==> config.mk <==
export PLATFORM = sky130hd
export DESIGN_NAME = h264_rtp_fua_depacketizer_core
export DESIGN_NICKNAME = d
export VERILOG_FILES = /design/src/sv/h264fua_pkg.sv /design/src/sv/h264_rtp_fua_depacketizer_core.sv /design/src/sv/h264fua_parse.sv
export SDC_FILE = /design/constraint.sdc
export NUM_CORES = 1
export LEC_CHECK = 0
export BUFFER_PORTS_ARGS = -buffer_cell sky130_fd_sc_hd__clkbuf_2
export CORE_AREA = 3 3 85 87
export DETAILED_ROUTE_END_ITERATION = 8
export DIE_AREA = 0 0 88 90
export GPL_ROUTABILITY_DRIVEN = 1
export GPL_TIMING_DRIVEN = 0
export PLACE_DENSITY = 0.65
export SLEW_MARGIN = 0
export SYNTH_ARGS = -nofsm -noshare
export SYNTH_HDL_FRONTEND = slang
export SYNTH_SLANG_ARGS = --single-unit
==> constraint.sdc <==
create_clock -name clk -period 5.8 [get_ports clk]
set_input_delay 1.16 -clock clk [delete_from_list [all_inputs] [get_ports clk]]
set_output_delay 1.16 -clock clk [all_outputs]
set_load 0.005 [all_outputs]
==> src/sv/h264fua_pkg.sv <==
// ----------------------------------------------------------------------------
// h264fua_pkg
// Types and constants shared by the H.264 FU-A depacketizer modules.
// ----------------------------------------------------------------------------
package h264fua_pkg;

    // NAL and FU header fields
    localparam logic [4:0] TYPE_FU_A  = 5'd28;
    localparam logic [4:0] SINGLE_MAX = 5'd23;
    localparam int         START_BIT  = 7;
    localparam int         END_BIT    = 6;

    // Output queue geometry
    localparam int QDEPTH = 4;
    localparam int QAW    = 2;
    localparam int QCW    = 3;

    // Kind of the packet being parsed
    typedef enum logic [1:0] {
        CLASS_DROP   = 2'd0,
        CLASS_SINGLE = 2'd1,
        CLASS_FUA    = 2'd2
    } pkt_class_t;

    // Position inside the current packet
    typedef enum logic [1:0] {
        POS_IDLE   = 2'd0,
        POS_FU_HDR = 2'd1,
        POS_BODY   = 2'd2
    } byte_pos_t;

    // One result item
    typedef struct packed {
        logic [7:0] nal_byte;
        logic       byte_present;
        logic       unit_end;
        logic       last_of_step;
    } result_t;

    // Results caused by one input byte, in order r0 then r1
    typedef struct packed {
        logic [1:0] count;
        result_t    r0;
        result_t    r1;
    } step_t;

endpackage

==> src/sv/h264_rtp_fua_depacketizer_core.sv <==
// ----------------------------------------------------------------------------
// h264_rtp_fua_depacketizer_core
// RTP H.264 depacketizer for single NAL unit and FU-A packets.
// ----------------------------------------------------------------------------
// Usage:
//   The s_axis channel takes one RTP payload byte per transfer. tuser marks
//   the first byte of a payload and tlast its last byte. The m_axis channel
//   delivers reassembled NAL bytes; tlast closes a NAL unit, tuser[0] tells a
//   data byte from a marker-only result and tuser[1] flags the final result
//   caused by one input byte.
//   Each input byte is decoded in the same cycle it is taken and its zero,
//   one or two results are written into a four-entry output queue, so a
//   result appears on m_axis once the results queued before it are taken.
//   With m_axis ready, one byte per cycle is taken while each yields at most
//   one result; the output port drains one result per cycle, which sets the
//   rate when start fragments or single NALs add a marker-only result.
//   s_axis_tready stays high while the queue has room for two results, so a
//   stall on m_axis backs up the input once three results are queued; the
//   queue then holds three or four results.
//   Reset empties the queue and returns the parser to the dropping state
//   with no NAL unit open.
// ----------------------------------------------------------------------------
module h264_rtp_fua_depacketizer_core
(
    input  logic       clk,
    input  logic       rst_n,
    input  logic       s_axis_tvalid,
    output logic       s_axis_tready,
    input  logic [7:0] s_axis_tdata,   // [7:0] payload_byte
    input  logic       s_axis_tuser,   // [0] first_in_packet
    input  logic       s_axis_tlast,   // last_in_packet
    output logic       m_axis_tvalid,
    input  logic       m_axis_tready,
    output logic [7:0] m_axis_tdata,   // [7:0] nal_byte
    output logic [1:0] m_axis_tuser,   // [0] byte_present, [1] last_of_step
    output logic       m_axis_tlast    // unit_end
);
    import h264fua_pkg::*;

    logic    in_fire;
    logic    out_fire;
    step_t   step;

    result_t           q_mem [QDEPTH];
    logic [QAW-1:0]    rd_reg, rd_next;
    logic [QAW-1:0]    wr_reg, wr_next;
    logic [QCW-1:0]    cnt_reg, cnt_next;
    logic [QAW-1:0]    wr_plus1;
    logic [QCW-1:0]    add_n;
    result_t           head;

    assign in_fire  = s_axis_tvalid & s_axis_tready;
    assign out_fire = m_axis_tvalid & m_axis_tready;

    // Byte decode and reassembly state
    h264fua_parse u_parse
    (
        .clk             (clk),
        .rst_n           (rst_n),
        .in_fire         (in_fire),
        .payload_byte    (s_axis_tdata),
        .first_in_packet (s_axis_tuser),
        .last_in_packet  (s_axis_tlast),
        .step            (step)
    );

    // Room for a full step of two results
    assign s_axis_tready = (cnt_reg <= QCW'(QDEPTH - 2));

    // Queue pointer and fill count update
    always_comb
    begin
        wr_plus1 = wr_reg + QAW'(1);
        add_n    = in_fire ? QCW'(step.count) : '0;
        wr_next  = wr_reg + add_n[QAW-1:0];
        rd_next  = out_fire ? rd_reg + QAW'(1) : rd_reg;
        cnt_next = cnt_reg + add_n - QCW'(out_fire);
    end

    always_ff @(posedge clk or negedge rst_n)
    begin
        if (!rst_n)
        begin
            rd_reg  <= '0;
            wr_reg  <= '0;
            cnt_reg <= '0;
        end
        else
        begin
            rd_reg  <= rd_next;
            wr_reg  <= wr_next;
            cnt_reg <= cnt_next;
        end
    end

    // Queue storage: the first result at the write pointer, the second after it
    always_ff @(posedge clk)
    begin
        if (in_fire && step.count != 2'd0)
        begin
            q_mem[wr_reg] <= step.r0;
        end
        if (in_fire && step.count == 2'd2)
        begin
            q_mem[wr_plus1] <= step.r1;
        end
    end

    // Output side
    assign head          = q_mem[rd_reg];
    assign m_axis_tvalid = (cnt_reg != '0);
    assign m_axis_tdata  = head.nal_byte;
    assign m_axis_tuser  = {head.last_of_step, head.byte_present};
    assign m_axis_tlast  = head.unit_end;

endmodule

==> src/sv/h264fua_parse.sv <==
// ----------------------------------------------------------------------------
// h264fua_parse
// Packet classifier and FU-A reassembly state; yields up to two results per
// accepted payload byte.
// ----------------------------------------------------------------------------
module h264fua_parse
(
    input  logic                clk,
    input  logic                rst_n,
    input  logic                in_fire,
    input  logic [7:0]          payload_byte,
    input  logic                first_in_packet,
    input  logic                last_in_packet,
    output h264fua_pkg::step_t  step
);
    import h264fua_pkg::*;

    pkt_class_t class_reg, class_next;
    byte_pos_t  pos_reg, pos_next;
    logic       pending_reg, pending_next;
    logic [2:0] ind_reg, ind_next;
    logic       endf_reg, endf_next;

    logic       mark_v;
    logic       data_v;
    logic [7:0] data_byte;
    logic       data_end;
    logic [4:0] type_bits;
    result_t    data_res;

    assign type_bits = payload_byte[4:0];

    // Classification and per-byte decode
    always_comb
    begin
        class_next   = class_reg;
        pos_next     = pos_reg;
        pending_next = pending_reg;
        ind_next     = ind_reg;
        endf_next    = endf_reg;
        mark_v       = 1'b0;
        data_v       = 1'b0;
        data_byte    = payload_byte;
        data_end     = 1'b0;

        if (first_in_packet)
        begin
            endf_next = 1'b0;
            if (type_bits != 5'd0 && type_bits <= SINGLE_MAX)
            begin
                class_next   = CLASS_SINGLE;
                mark_v       = pending_reg;
                data_v       = 1'b1;
                data_end     = last_in_packet;
                pending_next = !last_in_packet;
                pos_next     = POS_BODY;
            end
            else if (type_bits == TYPE_FU_A)
            begin
                class_next = CLASS_FUA;
                ind_next   = payload_byte[7:5];
                pos_next   = POS_FU_HDR;
            end
            else
            begin
                class_next = CLASS_DROP;
                pos_next   = POS_IDLE;
            end
        end
        else if (class_reg == CLASS_SINGLE)
        begin
            data_v       = 1'b1;
            data_end     = last_in_packet;
            pending_next = !last_in_packet;
        end
        else if (class_reg == CLASS_FUA)
        begin
            if (pos_reg == POS_FU_HDR)
            begin
                if (payload_byte[START_BIT])
                begin
                    // Start fragment: close the open unit, then the rebuilt header.
                    mark_v       = pending_reg;
                    data_v       = 1'b1;
                    data_byte    = {ind_reg, type_bits};
                    pending_next = 1'b1;
                    endf_next    = 1'b0;
                end
                else
                begin
                    endf_next = payload_byte[END_BIT];
                    if (payload_byte[END_BIT] && last_in_packet)
                    begin
                        mark_v       = pending_reg;
                        pending_next = 1'b0;
                    end
                end
                pos_next = POS_BODY;
            end
            else
            begin
                data_v       = 1'b1;
                data_end     = endf_reg & last_in_packet;
                pending_next = !(endf_reg & last_in_packet);
            end
        end

        if (last_in_packet)
        begin
            class_next = CLASS_DROP;
            pos_next   = POS_IDLE;
            endf_next  = 1'b0;
        end
    end

    // Result assembly: a marker-only result always comes first.
    always_comb
    begin
        data_res.nal_byte     = data_byte;
        data_res.byte_present = 1'b1;
        data_res.unit_end     = data_end;
        data_res.last_of_step = 1'b1;

        step.count = {1'b0, mark_v} + {1'b0, data_v};
        step.r1    = data_res;
        if (mark_v)
        begin
            step.r0.nal_byte     = 8'd0;
            step.r0.byte_present = 1'b0;
            step.r0.unit_end     = 1'b1;
            step.r0.last_of_step = !data_v;
        end
        else
        begin
            step.r0 = data_res;
        end
    end

    // State registers
    always_ff @(posedge clk or negedge rst_n)
    begin
        if (!rst_n)
        begin
            class_reg   <= CLASS_DROP;
            pos_reg     <= POS_IDLE;
            pending_reg <= 1'b0;
            ind_reg     <= 3'd0;
            endf_reg    <= 1'b0;
        end
        else if (in_fire)
        begin
            class_reg   <= class_next;
            pos_reg     <= pos_next;
            pending_reg <= pending_next;
            ind_reg     <= ind_next;
            endf_reg    <= endf_next;
        end
    end

endmodule

# [Word-level counts from Yosys, hierarchy flattened]
# Memory sizes are Yosys's and may differ from the RTL's.
# Cells that the tools add are included.
[word_totals] reg_bits=16 mem_bits_rw=44 in_bits=14 word_cells=100 memories=1
[classes] n_addsub=6 magnitude_cmp=2 eq_ne=8 mux=53 bitwise_logic=4 reduce_logical=18
[mem_list] memory="q_mem" words=4 width=11 rd=1 rd_clocked_by_memory_dff=0 wr=2 line="h264_rtp_fua_depacketizer_core.sv:44" text="result_t q_mem [QDEPTH];"
[ops] operator="$mux W8" count=5
[ops] operator="$mux W1" count=36
[ops] operator="$mux W2" count=11
[ops] operator="$reduce_and A4 Y1" count=3
[ops] operator="$reduce_bool A3 Y1" count=4
[ops] operator="$mux W11" count=1
[ops] operator="$eq A5 B5 Y1 const B" count=1
[ops] operator="$le A5 B5 Y1 const B" count=1
[ops] operator="$ne A5 B4 Y1 const B" count=1
[ops] operator="$reduce_bool A5 Y1" count=1
[ops] operator="$add A2 B1 Y2 const B" count=2
[ops] operator="$eq A2 B1 Y1 const B" count=2
[ops] operator="$eq A2 B2 Y1 const B" count=2
[ops] operator="$logic_and A1 B1 Y1" count=4
[ops] operator="$reduce_bool A2 Y1" count=2
[ops] operator="$add A3 B2 Y3" count=1
[ops] operator="$and A1 B1 Y1" count=3
[ops] operator="$le A3 B2 Y1 const B" count=1
[ops] operator="$logic_not A1 Y1" count=3
[ops] operator="$ne A3 B3 Y1 const B" count=1
[ops] operator="$sub A3 B1 Y3" count=1
[ops] operator="$add A1 B1 Y2" count=1
[ops] operator="$add A2 B2 Y2" count=1
[ops] operator="$ne A2 B1 Y1 const B" count=1
[ops] operator="2 further kinds" count=2

# [Longest topological paths before layout]
# Gate-level depths: netlist of the first run.
[logic_depth] word_depth=12 mapped_depth=14 mapped_depth_nobuf=13

# [Hierarchy]
# A second synthesis of the first run with hierarchy kept.
[unflattened] cells_unflattened=238 hier_area_um2=3523.4
[modules_own_cells] module="h264_rtp_fua_depacketizer_core" n_inst=1 cells_per_inst=156 area_per_inst_um2=2782.7 seq_area_each_um2=1496.4
[modules_own_cells] module="h264fua_parse" n_inst=1 cells_per_inst=82 area_per_inst_um2=740.7 seq_area_each_um2=225.2

# [Least setup slack after synthesis of the first run]
# Ideal clock, no wire load.
[synth_timing] path_type="input-to-reg" start="input port s_axis_tuser" end="register cnt_reg[2]" setup_ns=0.124 t_arrival_ns=3.620 setup_slack_ns=2.057 cell_stages=12 path_cell_list="buf_2 a211o_1 o211ai_4 a21oi_1 ha_1 and3_1 buf_2 inv_1 ha_1 fa_1 xor2_1 xnor2_1"
[synth_via] elab_chain_len=5
[synth_rtl] element="from (decl)" line="h264_rtp_fua_depacketizer_core.sv:30" text="input logic s_axis_tuser,"
[synth_rtl] element="$mux W1" line="h264fua_parse.sv:46" text="if (first_in_packet)"
[synth_rtl] element="$add A1 B1 Y2 *" line="h264fua_parse.sv:124" text="step.count = {1'b0, mark_v} + {1'b0, data_v};"
[synth_rtl] element="$mux W2 *" line="h264_rtp_fua_depacketizer_core.sv:74" text="add_n = in_fire ? QCW'(step.count) : '0;"
[synth_rtl] element="$add A3 B2 Y3 *" line="h264_rtp_fua_depacketizer_core.sv:77" text="cnt_next = cnt_reg + add_n - QCW'(out_fire);"
[synth_rtl] element="$sub A3 B1 Y3 *" line="h264_rtp_fua_depacketizer_core.sv:77"
[synth_rtl] element="via cnt_next[2]" line="h264_rtp_fua_depacketizer_core.sv:47" text="logic [QCW-1:0] cnt_reg, cnt_next;"
[synth_rtl] element="to (signal assigned)" line="h264_rtp_fua_depacketizer_core.sv:92" text="cnt_reg <= cnt_next;"
[synth_rtl] element="to (decl)" line="h264_rtp_fua_depacketizer_core.sv:47"
# Mark *: on every way through the listed nets, which the timed path passes. The rest lies on a longest branch.
# A chain may end at the register's enable or synchronous reset.

==> impl_metrics.yaml, run 1 <==
status:
  status: "completed"
drt:
  drtAntennaViolNets: 0
  via_count: 2219
  via_per_inst: 5.62
  route.met2.wl_um: 3110
  routed_wl_um: 6590
  wl_met1_um: 3150
  top_layer: "met4"
  dr.pass1.iters: 4
  wl_per_cell_um: 16.7
  drc: 0
  drt_iter0_markers: 155
  met3_length_um: 249
clocking:
  post_cts.repair.setup_buffers: 0
  holdBufCountCts: 0
  clockBufferDepth: 2
  ctsRootBufferMaster: "clkbuf_8"
  numCtsBuffers: 9
  clock_latency_ps: 330
  cts.repair.resized: 0
  path_clk_slew_ps: 60
  cts_sinks: 60
  cts_tree: "built"
  cts_htree_levels: 3
timing:
  slew_violations: 0
  setup_viol: 0
  setup_ws_ps: 2040
  relSlewSlack_pct: 41.1
  hold_viol: 0
  finClkSkew_ps: 10.3
  fin_crit_sh_pct: 64.7
  period_minus_slack_ps: 3760
  tns_ps: 0
  rsz0062_at_grt: "false"
  worst_pin_slew_ps: 880
  fmax_mhz: 266
yosys:
  synth_enable_flop_cells: 36
  async_flop_share_pct: 26.7
  yosysSeqAreaShare_pct: 50.7
  synthFlopType: "edfxtp_1"
  synth_commonest_cells: "nor2_1 (38), nand2_1 (37), edfxtp_1 (36)"
  synth.avg_cell_area_sq_um: 11.7
  ys_warn_count: 0
  yosys.area.top_type_share_pct: 33.4
  ys_ff_latch: 60
  synthTopCellsByArea: "edfxtp_1 (33%), dfrtp_1 (12%), mux4_2 (7.7%)"
  synth_most_common_cell: "nor2_1"
  syn_inst: 277
  synth_cell_types: 57
  synth_fp_nets: 298
  synth_top_area_cell: "edfxtp_1"
  netlist_area_sq_um: 3240
run:
  max_cap_violations: 0
finish:
  finalNetCount: 334
  area_growth_syn_to_layout_pct: 12.8
  num_antenna_cells: 0
  design_area_sq_um: 3650
  fill_cells: 529
  drive_above_1_share_pct: 24.2
  largest_reg_flops: 44
global_route:
  grt_remaining_overflow: 0
  antenna_found_initial: 0
  grt_start_max_net_pins: 19
  grtUsageTotal_pct: 18.6
  grt_pass1_wl_um: 11200
  grt_pass1_vias: 2188
place:
  dpl_cell_area_sq_um: 3460
  gp_congestion: 0.868
  dpl_worst_slack_ps: 1680
  io_buffers: 25
  hpwl_um: 4630
power:
  p_comb_share_pct: 39.8
  switching_share_pct: 36.1
  intPower_mw: 1.05
  ir_worst_vdd_uv: 205
  p_seq_share_pct: 38.2
  powerDensity_nw_per_um2: 450
  power.share.clock_pct: 22.0
  leakage_nw: 1.41
  p_sw_mw: 0.593
hold_path:
  hold_class: "reg2reg"
setup_path:
  cp-end-kind: "flop"
  cp_max_fo: 18
  worstSetupPathType: "in2reg"
  critPathLaunchType: "input port"
  required_ps: 5980
  cp.arrival_ps: 3940
floorplan:
  die_w_um: 88
  row_count: 29
  dieArea_sq_um: 7920
  pin_count: 27
  die_y_um: 90
  coreArea_sq_um: 6420
  initial_core_util_pct: 50.4
[power groups by stage]
stage	registers (mW)	clock network (mW)	logic (mW)
finish	0.627	0.362	0.655
global route	0.644	0.390	0.734
CTS	0.629	0.372	0.664
detailed placement	0.637	0	0.660
global placement	0.634	0	0.651
floorplan	0.614	0	0.490
[layer usage]
metal  vias up  track usage, %
met5         -               0
met4         0            6.91
met3         6            4.11
met2        46            26.8
met1      1079            27.3
li1       1088               -
[cell families (layout without fill, tap and decap cells)]
logic type | Yosys count | in the layout | synth area share (%)
AOI/OAI and AO/OA | 47 | 47 | 14.7
xor gates and xnor gates | 6 | 6 | 1.62
adders and majority gates | 7 | 7 | 2.94
buffers and inverters | 26 | 67 | 3.63
DFF | 60 | 60 | 50.7
muxes | 16 | 16 | 9.31
and+or+nand+nor | 115 | 115 | 17.1
[worst paths after layout]
check / from / endpoint / slack, ps / depth (start not counted)
worst max-delay path: s_axis_tuser / q_mem[2][8]$_DFFE_PP_ / 2040 / 9
worst min-delay path: u_parse.ind_reg[2]$_DFFE_PN0P_ / u_parse.ind_reg[2]$_DFFE_PN0P_ / 480 / 2
worst max register to register: u_parse.class_reg[0]$_DFFE_PN0P_ / q_mem[2][8]$_DFFE_PP_ / 2490 / 8
worst min register to register: u_parse.ind_reg[2]$_DFFE_PN0P_ / u_parse.ind_reg[2]$_DFFE_PN0P_ / 480 / 2
max in group asynchronous: rst_n / u_parse.pending_reg$_DFFE_PN0P_ / 4750 / 1
min in group asynchronous: rst_n / cnt_reg[1]$_DFF_PN0_ / 750 / 1
[through the flow]
step / power (mW) / utilization (%) / std cells / hold slack, ps
floorplan: 1.10 / - / 277 / 450
global placement: 1.28 / 53.9 / 379 / 470
CTS: 1.66 / 56.9 / 395 / 486
global route: 1.77 / 56.9 / 395 / 518
detailed placement: 1.30 / 53.9 / 379 / 471
finish: 1.64 / 56.9 / 395 / 484
[critical path, stage by stage]
cell	delay, ps
buf_2	220
a211o_1	220
o211ai_4	170
a21oi_1	320
inv_1	80
ha_1	280
or3b_1	420
a211oi_4	780
nor3b_2	290
[layout make-up]
type | count | area, sq um | share of cell area, %
buffer | 13 | 68.8 | 1.88
inverter | 13 | 48.8 | 1.34
sequential | 60 | 1640 | 44.9
tap | 77 | 96.3 | 2.64
multi-input combinational | 191 | 1480 | 40.5
timing repair buffer | 25 | 125 | 3.43
clock inverter | 6 | 65.1 | 1.78
clock buffer | 10 | 128 | 3.49
[cell usage in the layout (no fill, tap or decap), drive strengths merged, types with 8 or more instances in the layout]
cell / instances
edfxtp: 36
nor3b: 8
mux4: 11
buf: 12
dfxtp: 8
nor2: 38
inv: 13
nor3: 8
dfrtp: 16
nand2: 37
clkbuf: 36
(Power assumes the default switching activity.)
==> run 2, diff against run 1 <==
Settings changed: PLACE_DENSITY 0.65 to 0.68.
Clock period 5.8 ns to 3.03 ns, I/O delays scaled along.
==> run 2 against run 1 <==
Setup slack lost 1900 ps. Highest routed layer unchanged. Largest power group unchanged. Clock power rose by 99%. Largest cell class unchanged. Die area unchanged.
==> impl_metrics.yaml, run 2 (same netlist as run 1, synthesis figures left out) <==
setup_path:
  crit_chain: "clkbuf_2, nor3_1, a22o_1, buf_6, and2_4, a21oi_2, ha_4, and3_1, clkbuf_4, inv_1, ha_1, fa_1, xor2_1, xnor2_1"
  cp_max_fo: 9
  max_stage_delay_ps: 450
  cp-end-kind: "flop"
  cp.arrival_ps: 3150
  critPathSlowestCell: "fa_1"
  critPathLaunchType: "input port"
  worstSetupPathType: "in2reg"
  required_ps: 3250
drt:
  dr.pass1.iters: 4
  wl_per_cell_um: 16.7
  drtAntennaViolNets: 0
  drc: 0
  routed_wl_um: 6700
  via_per_inst: 5.73
  drt_iter0_markers: 166
  via_count: 2298
timing:
  hold_viol: 0
  setup_ws_ps: 107
  worst_pin_slew_ps: 687
  rsz0062_at_grt: "true"
  finClkSkew_ps: 9.21
  setup_viol: 0
  fin_crit_sh_pct: 96.5
  fmax_mhz: 342
  period_minus_slack_ps: 2920
  relSlewSlack_pct: 54.2
  slew_violations: 0
global_route:
  grt_start_max_net_pins: 19
  grt_pass1_vias: 2208
  antenna_found_initial: 0
  grtUsageTotal_pct: 18.4
  grt_pass1_wl_um: 11100
  grt_remaining_overflow: 0
finish:
  finalNetCount: 340
  fill_cells: 545
  num_antenna_cells: 0
  area_growth_syn_to_layout_pct: 16.5
  layout_common_cells: "nor2_1 (37), nand2_1 (37), edfxtp_1 (36), clkbuf_2 (24), dfrtp_1 (16)"
  final_core_util_pct: 58.7
  largest_reg_flops: 44
  drive_above_1_share_pct: 28.1
  design_area_sq_um: 3770
hold_path:
  hold_class: "in2async"
place:
  hpwl_um: 4710
  dpl_cell_area_sq_um: 3470
  gp_congestion: 0.872
  io_buffers: 25
  dpl_worst_slack_ps: -412
clocking:
  cts_sinks: 60
  cts_tree: "built"
  ctsRootBufferMaster: "clkbuf_8"
  holdBufCountCts: 0
  path_clk_slew_ps: 70
  clock_latency_ps: 330
  clockBufferDepth: 2
  numCtsBuffers: 9
  cts_htree_levels: 3
power:
  ir_worst_vdd_uv: 397
  leakage_nw: 1.44
  powerDensity_nw_per_um2: 856
floorplan:
  die_w_um: 88
  row_count: 29
  die_y_um: 90
  initial_core_util_pct: 50.4
  dieArea_sq_um: 7920
  pin_count: 27
  coreArea_sq_um: 6420
status:
  status: "completed"
run:
  max_cap_violations: 0
==> run 2: changes by cell type in the layout (fill, tap and decap cells not counted), sizes merged <==
cell / previous run / this run
clkinvlp: 1 / 3
clkinv: 4 / 1
clkbuf: 36 / 37
inv: 13 / 15
buf: 12 / 16
==> run 2: critical path: cells and delay by family <==
family | cells | cell delay (ps)
AOI/OAI and AO/OA | 2 | 360
and+or+nand+nor | 3 | 390
adders and majority gates | 3 | 920
buffers and inverters | 4 | 560
xor gates and xnor gates | 2 | 300
==> run 2: cell type report <==
| class | count | area, sq um | share of cell area, % |
|---|---|---|---|
| plain buffers | 13 | 81.3 | 2.16 |
| flip-flops and latches | 60 | 1640 | 43.5 |
| clock inverters | 7 | 75.1 | 1.99 |
| well taps | 77 | 96.3 | 2.55 |
| repair buffers | 31 | 185 | 4.91 |
| inverters | 13 | 48.8 | 1.29 |
| clock buffers | 9 | 124 | 3.28 |
| multi-input cells | 191 | 1520 | 40.3 |
==> run 2: path summary, 6_finish.rpt <==
kind	start	endpoint	slack (ps)	cells after the start
worst max-delay path	s_axis_tdata[3]	cnt_reg[2]$_DFF_PN0_	110	14
worst min-delay path	rst_n	cnt_reg[0]$_DFF_PN0_	190	1
max in group asynchronous	rst_n	u_parse.ind_reg[0]$_DFFE_PN0P_	2530	1
min in group clk	u_parse.ind_reg[2]$_DFFE_PN0P_	u_parse.ind_reg[2]$_DFFE_PN0P_	490	2
worst max register to register	u_parse.class_reg[0]$_DFFE_PN0P_	cnt_reg[2]$_DFF_PN0_	140	11
worst min register to register	u_parse.ind_reg[2]$_DFFE_PN0P_	u_parse.ind_reg[2]$_DFFE_PN0P_	490	2
==> run 2: power by group <==
part	internal (mW)	switching [mW]	total (mW)
combinational	0.604	0.692	1.30
clock	0.383	0.339	0.722
sequential	1.06	0.146	1.21
total	2.05	1.18	3.23
==> run 2: timing repair <==
action                                 in CTS  in global routing
setup endpoints to repair                  35                 53
gates resized for setup                     2                 13
buffers inserted                            1                  5
endpoints found under the hold margin       0                  0
pin swaps                                   1                  1
==> run 2: per-stage QoR <==
| step | TNS [ps] | total power [mW] | cells | hold WS [ps] |
|---|---|---|---|---|
| floorplan | 0 | 2.11 | 277 | 310 |
| global placement | -16920 | 2.46 | 379 | 469 |
| detailed placement | -19190 | 2.49 | 379 | 472 |
| CTS | -61.0 | 3.22 | 396 | 198 |
| global route | -24.0 | 3.45 | 401 | 209 |
| finish | 0 | 3.23 | 401 | 192 |
==> run 2: metal layers <==
layer	track usage (%)	vias up	wire length, um
met4	8.31	0	132
met5	0	-	0
met2	28.8	70	3270
li1	-	1102	-
met1	24.8	1113	2890
met3	3.20	13	409
==> run 3, diff against run 2 <==
Settings changed: MAX_ROUTING_LAYER set to met4.
==> run 3 against run 2 <==
Flip-flop and latch count stayed put. Final cell count stayed put. Register-to-register slack hardly changed. Largest cell class unchanged.
==> impl_metrics.yaml, run 3 (same netlist as run 1, synthesis figures left out) <==
setup_path:
  required_ps: 3250
  cp_max_fo: 9
  cp.arrival_ps: 3140
  cp-end-kind: "flop"
  r2r_start: "u_parse.class_reg[0]$_DFFE_PN0P_"
  worstSetupPathType: "in2reg"
  critPathLaunchType: "input port"
  critical_path.startpoint: "s_axis_tdata[3]"
finish:
  stdcell_count: 401
  area_growth_syn_to_layout_pct: 16.5
  largest_reg_flops: 44
  num_antenna_cells: 0
  layout_common_cells: "nor2_1 (37), nand2_1 (37), edfxtp_1 (36), clkbuf_2 (24), dfrtp_1 (16)"
  drive_above_1_share_pct: 28.1
  finalNetCount: 340
floorplan:
  initial_core_util_pct: 50.4
  coreArea_sq_um: 6420
  row_count: 29
  pin_count: 27
  die_w_um: 88
  die_y_um: 90
  dieArea_sq_um: 7920
drt:
  via_count: 2313
  routed_wl_um: 6800
  dr.pass1.iters: 4
  wl_per_cell_um: 17.0
  drt_iter0_markers: 174
  via_per_inst: 5.77
  drc: 0
  drtAntennaViolNets: 0
timing:
  finClkSkew_ps: 6.53
  fmax_mhz: 343
  setup_viol: 0
  rsz0062_at_grt: "true"
  worst_pin_slew_ps: 682
  hold_viol: 0
  relSlewSlack_pct: 54.6
  period_minus_slack_ps: 2920
  fin_crit_sh_pct: 96.3
  slew_violations: 0
clocking:
  holdBufCountCts: 0
  numCtsBuffers: 9
  clock_latency_ps: 330
  clockBufferDepth: 2
  path_clk_slew_ps: 70
  cts_sinks: 60
  cts_tree: "built"
  ctsRootBufferMaster: "clkbuf_8"
  cts_htree_levels: 3
place:
  dp_cells: 379
  hpwl_um: 4710
  io_buffers: 25
  gp_congestion: 0.887
global_route:
  antenna_found_initial: 0
  grt_pass1_wl_um: 11100
  grtUsageTotal_pct: 18.9
  grt_pass1_vias: 2203
  grt_start_max_net_pins: 19
  grt_remaining_overflow: 0
power:
  power_mw: 3.24
  leakage_nw: 1.44
  ir_worst_vdd_uv: 397
  powerDensity_nw_per_um2: 858
hold_path:
  hold_class: "in2async"
run:
  max_cap_violations: 0
status:
  status: "completed"
## run 3: path summary, 6_finish.rpt
kind / cells after the start / slack [ps] / to
max in group asynchronous: 1 / 2530 / rd_reg[1]$_DFFE_PN0P_
worst min register to register: 2 / 490 / u_parse.ind_reg[2]$_DFFE_PN0P_
worst max-delay path: 14 / 110 / cnt_reg[2]$_DFF_PN0_
worst min-delay path: 1 / 190 / cnt_reg[0]$_DFF_PN0_
min in group clk: 2 / 490 / u_parse.ind_reg[2]$_DFFE_PN0P_
worst max register to register: 11 / 140 / cnt_reg[2]$_DFF_PN0_
## run 3: critical path, cell delays in order
cell and delay, ps:
clkbuf_2 160, nor3_1 70, a22o_1 210, buf_6 170
and2_4 180, a21oi_2 150, ha_4 180, and3_1 140
clkbuf_4 180, inv_1 50, ha_1 290, fa_1 450
xor2_1 180, xnor2_1 120
## run 3: final cells by class
class | instances | area, sq um
Sequential cell | 60 | 1640
Buffer | 13 | 81.3
Tap cell | 77 | 96.3
Clock buffer | 9 | 124
Inverter | 13 | 48.8
Clock inverter | 7 | 75.1
Timing Repair Buffer | 31 | 185
Multi-Input combinational cell | 191 | 1520
Fill cell | 545 | 2650
## run 3: metrics by stage
stage	hold slack (ps)	cell area, sq um	utilization, %	TNS [ps]	worst slack, ps
after floorplan	310	3250	-	0	24.8
after global placement	469	3470	54.0	-16920	-394
after detailed placement	472	3470	54.0	-19190	-412
after CTS	198	3690	57.5	-61.0	-61.0
after global routing	207	3770	58.7	-24.0	-23.0
final	193	3770	58.7	0	112
## run 3: layer usage
| metal | wire [um] | GRT usage [%] | up-vias |
|---|---|---|---|
| met5 | 0 | - | - |
| met4 | 89 | 8.31 | 0 |
| met3 | 343 | 3.20 | 12 |
| met2 | 3380 | 28.8 | 70 |
| met1 | 2990 | 24.6 | 1128 |
| li1 | - | - | 1103 |
## run 3: timing repair
action                                  4_1_cts  5_1_grt
endpoints found under the setup margin       35       53
pin swaps                                     1        1
setup buffers                                 1        5
resized for setup                             2       13
## run 3: report_power, final
group	switching [mW]	total (mW)	internal [mW]
clock network	0.341	0.724	0.383
logic	0.697	1.30	0.605
registers	0.146	1.21	1.06
total	1.18	3.24	2.05
